File: src/sv/opgs_pkg.sv
// Shared types and constants for the operating point grid search block.
`timescale 1ns / 1ps

package opgs_pkg;

	// Default grid shape (big-core rows by little-core columns)
	localparam int DEF_ROWS = 13;
	localparam int DEF_COLS = 9;

	// Measured value width (Q8.8 throughput, Q12.4 latency)
	localparam int VAL_W  = 16;
	localparam int PROD_W = 2 * VAL_W;
	localparam int SQ_W   = 2 * PROD_W;
	localparam int COST_W = SQ_W + 1;

	// Input command codes
	typedef enum logic [1:0] {
		CMD_CLEAR = 2'd0,
		CMD_LOAD  = 2'd1,
		CMD_QUERY = 2'd2,
		CMD_NOP   = 2'd3
	} cmd_t;

	// Sequencer states
	typedef enum logic [3:0] {
		S_IDLE,
		S_PREP,
		S_DIFF,
		S_MA,
		S_MB,
		S_SA,
		S_SB,
		S_CMP,
		S_DONE
	} state_t;

	// Step enables for the shared multiplier
	typedef struct packed {
		logic mul_a;
		logic mul_b;
		logic sq_a;
		logic sq_b;
	} cost_ctl_t;

endpackage

File: src/sv/opgs_cost_unit.sv
// Shared 32x32 multiplier that builds one entry's cost over four steps.
`timescale 1ns / 1ps

module opgs_cost_unit (
	input  logic                                clk,
	input  opgs_pkg::cost_ctl_t                 ctl,
	input  logic [opgs_pkg::VAL_W-1:0]          shortfall,
	input  logic [opgs_pkg::VAL_W-1:0]          excess,
	input  logic [opgs_pkg::VAL_W-1:0]          rate_range,
	input  logic [opgs_pkg::VAL_W-1:0]          delay_range,
	output logic [opgs_pkg::COST_W-1:0]         cost
);

	localparam int VW = opgs_pkg::VAL_W;
	localparam int PW = opgs_pkg::PROD_W;
	localparam int SW = opgs_pkg::SQ_W;

	logic [PW-1:0] op_x;
	logic [PW-1:0] op_y;
	logic [SW-1:0] prod;
	logic [PW-1:0] a_q;
	logic [PW-1:0] b_q;
	logic [SW-1:0] sqa_q;
	logic [SW-1:0] sqb_q;

	// Operand select: scaled shortfall, scaled excess, then their squares
	always_comb begin
		op_x = '0;
		op_y = '0;
		if (ctl.mul_a) begin
			op_x = {{(PW-VW){1'b0}}, shortfall};
			op_y = {{(PW-VW){1'b0}}, delay_range};
		end else if (ctl.mul_b) begin
			op_x = {{(PW-VW){1'b0}}, excess};
			op_y = {{(PW-VW){1'b0}}, rate_range};
		end else if (ctl.sq_a) begin
			op_x = a_q;
			op_y = a_q;
		end else if (ctl.sq_b) begin
			op_x = b_q;
			op_y = b_q;
		end
	end

	assign prod = op_x * op_y;

	// Step results
	always_ff @(posedge clk) begin
		if (ctl.mul_a) a_q <= prod[PW-1:0];
		if (ctl.mul_b) b_q <= prod[PW-1:0];
		if (ctl.sq_a)  sqa_q <= prod;
		if (ctl.sq_b)  sqb_q <= prod;
	end

	// 65-bit sum, carry kept
	assign cost = {1'b0, sqa_q} + {1'b0, sqb_q};

endmodule

File: config.mk
export PLATFORM = sky130hd
export DESIGN_NAME = opgs_cost_unit
export DESIGN_NICKNAME = d
export VERILOG_FILES = /design/src/sv/opgs_pkg.sv /design/src/sv/opgs_cost_unit.sv
export SDC_FILE = /design/constraint.sdc
export NUM_CORES = 2
export LEC_CHECK = 0
export BUFFER_PORTS_ARGS = -buffer_cell sky130_fd_sc_hd__buf_2
export CORE_UTILIZATION = 60
export DETAILED_ROUTE_END_ITERATION = 12
export PLACE_DENSITY = 0.77
export SYNTH_ARGS = -nofsm -noshare
export SYNTH_HDL_FRONTEND = slang
export SYNTH_SLANG_ARGS = --single-unit
File: constraint.sdc
create_clock -name clk -period 14.5 [get_ports clk]
set_input_delay 2.9 -clock clk [delete_from_list [all_inputs] [get_ports clk]]
set_output_delay 2.9 -clock clk [all_outputs]
set_load 0.1 [all_outputs]
======== Word-level counts from Yosys, hierarchy flattened ========
Cells that the tools add are included.
storage, ports and cells
  flip-flop bits (word level) ............. 192
  bits of input ports ..................... 69
  output and inout bits ................... 65
cells by class
  $add $sub $neg .......................... 1
  $mul .................................... 1
  muxes and demuxes ....................... 6
operators with widths
  kind              number
  $mux W32          6
  $add A64 B64 Y65  1
  $mul A32 B32 Y64  1

======== Longest topological paths before layout ========
  word-level depth ........................ 5
  depth in mapped cells ................... 37
  gate-level depth less buffers ........... 35

======== Worst setup path before layout ========
Ideal clock, no wire load.
  kind .................................... input to register
  from .................................... input ctl[0] (netlist name)
  to ...................................... register sqa_q[60] (data pin)
  setup time .............................. 0.264 ns
  arrival ................................. 10.846 ns
  slack ................................... 3.390 ns
  stages on the path ...................... 33
  buffers on the path ..................... 6
  cells stage by stage .................... nor2b_1 > clkbuf_1 > clkbuf_1 > a22o_1 > clkbuf_1 > nand2_1 > clkbuf_1 > clkbuf_1 > nor2_1 > fa_1 > fa_1 > inv_1 > fa_1 > inv_1 > fa_1 > inv_1 > fa_1 > fa_1 > fa_1 > fa_1 > inv_1 > ha_1 > clkbuf_1 > inv_1 > nor3_1 > nand2_1 > a211oi_1 > nor3_1 > o31ai_1 > a31oi_1 > o21ai_1 > a41oi_1 > xnor2_1
on the way
  cells in the longest elaborated chain, start to end .. 5
ends and longest elaborated chain
  item                    line                  source
  start: declaration      opgs_cost_unit.sv:6   input opgs_pkg::cost_ctl_t ctl,
  $mux W32 *              opgs_cost_unit.sv:39  end else if (ctl.sq_b) begin
  $mux W32 *              opgs_cost_unit.sv:36  end else if (ctl.sq_a) begin
  $mux W32                opgs_cost_unit.sv:33  end else if (ctl.mul_b) begin
  $mux W32                opgs_cost_unit.sv:30  if (ctl.mul_a) begin
  $mul A32 B32 Y64 *      opgs_cost_unit.sv:45  assign prod = op_x * op_y;
  named net prod[60]      opgs_cost_unit.sv:20  logic [SW-1:0] prod;
  end signal: assignment  opgs_cost_unit.sv:51  if (ctl.sq_a) sqa_q <= prod;
  end: declaration        opgs_cost_unit.sv:23  logic [SW-1:0] sqa_q;
The timed path passes the listed nets; every way through them passes the cells marked *.
A chain may end at the register's enable or synchronous reset.

======== Worst setup path in the final report ========
  from .................................... input ctl[1] (netlist name)
  to ...................................... register sqa_q[60] (data pin)
on the way
  cells in the longest elaborated chain, start to end .. 4
ends and longest elaborated chain
  item                line
  $mux W32 *          opgs_cost_unit.sv:36
  $mux W32            opgs_cost_unit.sv:33
  $mux W32            opgs_cost_unit.sv:30
  $mul A32 B32 Y64 *  opgs_cost_unit.sv:45
  named net prod[60]  opgs_cost_unit.sv:20
Marked as above.

==> impl_metrics.xml <==
<?xml version="1.0" encoding="UTF-8"?>
<metrics>
  <group name="final_layout">
    <metric name="final_core_util" unit="%">64.6</metric>
    <metric name="nFillCells" unit="">5537</metric>
    <metric name="nNetsFinal" unit="">5772</metric>
    <metric name="layout-drive-gt1-share" unit="%">6.21</metric>
    <metric name="area_delta_synth_final" unit="%">5.65</metric>
    <metric name="final_cell_count_no_fill" unit="">5400</metric>
  </group>
  <group name="route">
    <metric name="detail_route.iter0.violations" unit="">3462</metric>
    <metric name="dr_wl_met3" unit="um">16000</metric>
    <metric name="top_layer" unit="">met5</metric>
    <metric name="final_antenna_net_count" unit="">0</metric>
    <metric name="num_vias" unit="">32100</metric>
    <metric name="drc" unit="">0</metric>
    <metric name="total_routed_wire_length_on_the_met1_layer" unit="um">44400</metric>
    <metric name="drt_wl_total" unit="um">127000</metric>
    <metric name="wl_met2" unit="um">56700</metric>
    <metric name="wl_per_cell" unit="um">23.5</metric>
    <metric name="first_pass_iters" unit="">7</metric>
    <metric name="via_per_inst" unit="">5.95</metric>
  </group>
  <group name="die">
    <metric name="floorplan.die.height" unit="um">265</metric>
    <metric name="fp.dieArea" unit="um2">70000</metric>
    <metric name="die_w" unit="um">265</metric>
    <metric name="initial_core_util" unit="%">61.1</metric>
    <metric name="ios" unit="">134</metric>
    <metric name="rows" unit="">95</metric>
    <metric name="design.core.area" unit="um2">67600</metric>
  </group>
  <group name="placement">
    <metric name="hpwl" unit="um">103000</metric>
    <metric name="numPortBuffers" unit="">133</metric>
    <metric name="dp_worst_setup_slack" unit="ns">1.25</metric>
    <metric name="placed_insts" unit="">5365</metric>
    <metric name="gpl.final_weighted_congestion" unit="">1.06</metric>
  </group>
  <group name="clocking">
    <metric name="cts-htree-levels" unit="">4</metric>
    <metric name="clk_latency" unit="ns">0.45</metric>
    <metric name="cts_inserted_buffers" unit="">17</metric>
    <metric name="post_cts_resize_count" unit="">0</metric>
    <metric name="cts_tree" unit="">done</metric>
    <metric name="cts.hold.buffers_added" unit="">0</metric>
    <metric name="cts.repair_timing.setup_buffer_count" unit="">0</metric>
    <metric name="clkSlewWorstSetupHoldPaths" unit="ns">0.08</metric>
    <metric name="cts.sink_count" unit="">192</metric>
    <metric name="cts.path.max_buffers" unit="">2</metric>
    <metric name="cts-root-buf" unit="">sky130_fd_sc_hd__clkbuf_16</metric>
  </group>
  <group name="timing">
    <metric name="timing.final.crit_share" unit="%">90.1</metric>
    <metric name="setup_ws_post_layout" unit="ns">1.44</metric>
    <metric name="grt_setup_unrepaired" unit="">no</metric>
    <metric name="timing_worst_slew_pin_value" unit="ns">1.54</metric>
    <metric name="min_period" unit="ns">13.06</metric>
    <metric name="timing_limited_maximum_frequency" unit="MHz">76.6</metric>
    <metric name="finalSetupTns" unit="ns">0</metric>
    <metric name="slew_headroom" unit="%">-2.88</metric>
    <metric name="finalMaxSlewViolations" unit="">11</metric>
    <metric name="finalHoldViolations" unit="">0</metric>
    <metric name="finalSetupViolations" unit="">0</metric>
    <metric name="finClkSkew" unit="ns">0.0168</metric>
  </group>
  <group name="yosys">
    <metric name="count_of_flip_flops_with_a_built_in_enable_after_synthesis" unit="">192</metric>
    <metric name="post_synth_most_frequent_cells" unit="">sky130_fd_sc_hd__inv_1, sky130_fd_sc_hd__fa_1, sky130_fd_sc_hd__nor2_1</metric>
    <metric name="ys_ff_latch" unit="">192</metric>
    <metric name="count_of_distinct_cell_types_in_the_synthesized_netlist" unit="">67</metric>
    <metric name="synth_area" unit="um2">41400</metric>
    <metric name="synth.yosys.seq_area_share" unit="%">13.9</metric>
    <metric name="async_reset_ff_share" unit="%">0</metric>
    <metric name="yosysTopAreaCell" unit="">sky130_fd_sc_hd__fa_1</metric>
    <metric name="synth.area.top_cells" unit="">sky130_fd_sc_hd__fa_1, sky130_fd_sc_hd__edfxtp_1, sky130_fd_sc_hd__inv_1</metric>
    <metric name="synth.avg_cell_area" unit="um2">9.30</metric>
    <metric name="synth_nets" unit="">5709</metric>
    <metric name="most_frequently_used_cell_type_in_the_post_synthesis_netlist" unit="">sky130_fd_sc_hd__inv_1</metric>
    <metric name="yosys.area.top_type_share" unit="%">42.0</metric>
    <metric name="yosys_most_used_dff" unit="">sky130_fd_sc_hd__edfxtp_1</metric>
    <metric name="netlist_instances" unit="">4448</metric>
    <metric name="yosysWarnings" unit="">0</metric>
  </group>
  <group name="critical_path">
    <metric name="critPathLaunchType" unit="">input pin</metric>
    <metric name="cp_data_required_time" unit="ns">14.69</metric>
    <metric name="timing.setup.critical_path_class" unit="">in2reg</metric>
    <metric name="slowest_delay" unit="ns">1.18</metric>
    <metric name="critical_path.most_common_cell" unit="">sky130_fd_sc_hd__fa_1</metric>
    <metric name="cp_data_arrival_time" unit="ns">13.25</metric>
    <metric name="critical_path.endpoint_type" unit="">flop</metric>
    <metric name="path_max_fanout" unit="">31</metric>
    <metric name="critical_path.slowest_cell" unit="">sky130_fd_sc_hd__a22oi_1</metric>
  </group>
  <group name="global_routing">
    <metric name="grt_max_degree" unit="">57</metric>
    <metric name="grt_first_pass_wirelength" unit="um">196000</metric>
    <metric name="grt_usage" unit="%">37.7</metric>
    <metric name="initial_antenna_violation_count" unit="">4</metric>
    <metric name="number_of_global_route_vias_before_repair" unit="">33900</metric>
    <metric name="grt_remaining_overflow" unit="">0</metric>
  </group>
  <group name="run_status">
    <metric name="failed_checks" unit="">max-slew violations</metric>
    <metric name="outcome" unit="">finished, violations left</metric>
  </group>
  <group name="min_path">
    <metric name="worst_hold_path_type" unit="">reg2reg</metric>
  </group>
  <group name="job">
    <metric name="max_cap_viols" unit="">0</metric>
  </group>
</metrics>
[final cells by class]
cell class	count	area [um2]	share of cell area (%)
multi-input combinational	2989	30800	70.6
sequential	192	5770	13.2
inverter	1090	4090	9.36
timing repair buffer	221	1340	3.06
tap	873	1090	2.50
clock buffer	19	433	0.991
clock inverter	13	121	0.278
antenna	3	7.51	0.0172
[state kept, by name, indices dropped and copies added (netlist names)]
| name | flops |
|---|---|
| b_q | 32 |
| sqb_q | 64 |
| a_q | 32 |
| sqa_q | 64 |
[path summary, 6_finish.rpt]
| check | endpoint | cells after the start | from | slack (ns) |
|---|---|---|---|---|
| worst max-delay path | sqa_q[60] | 30 | ctl[1] | 1.44 |
| worst min-delay path | sqa_q[63] | 5 | b_q[31] | 1.34 |
| worst max register to register | sqa_q[60] | 28 | a_q[17] | 4.39 |
| worst min register to register | sqa_q[63] | 5 | b_q[31] | 1.34 |
[metal layers]
metal / GRT usage (%) / up-vias
met5: 0 / -
met4: 22.7 / 4
met3: 11.4 / 523
met2: 58.2 / 1950
met1: 46.9 / 15900
li1: - / 13700
[through the flow]
stage | instance area [um2] | hold slack [ns]
final | 43700 | 1.34
after global routing | 43700 | 1.42
after CTS | 43700 | 1.33
after detailed placement | 43100 | 1.27
after global placement | 43100 | 1.25
after floorplan | 41400 | 0.980
[kinds of logic (layout without fill, tap and decap cells)]
family          after synthesis  count (layout)  synth area share, %
compound gates              535             535                 8.76
xor+xnor                    130             130                 2.75
fa+ha+maj                  1192            1192                 51.8
buf+inv                    1267            1343                 11.5
flops                       192             192                 13.9
other cells                   0               3                    0
simple gates               1132            1132                 11.2
[critical path: cells and delay by family]
kind,cells,cell delay [ns]
compound gates,7,3.60
fa+ha+maj,9,4.39
simple gates,6,1.20
xor+xnor,1,0.17
buf+inv,7,0.91
[cells in the final DEF (no fill, tap or decap), types with 45 or more instances in the layout]
cell type,synthesis,routed
sky130_fd_sc_hd__xor2_1,46,46
sky130_fd_sc_hd__a21o_1,72,72
sky130_fd_sc_hd__a22oi_1,46,45
sky130_fd_sc_hd__xnor2_1,84,84
sky130_fd_sc_hd__nor2_1,548,547
sky130_fd_sc_hd__ha_1,325,325
sky130_fd_sc_hd__a21oi_1,135,135
sky130_fd_sc_hd__inv_1,1088,1088
sky130_fd_sc_hd__buf_2,5,130
sky130_fd_sc_hd__nand2_1,415,415
sky130_fd_sc_hd__nand2b_1,47,47
sky130_fd_sc_hd__edfxtp_1,192,192
sky130_fd_sc_hd__buf_4,0,90
sky130_fd_sc_hd__o21ai_0,72,71
sky130_fd_sc_hd__fa_1,867,867
Power is not shown: default switching activity piles up to over one toggle a cycle in this logic, so the estimate is an artifact.
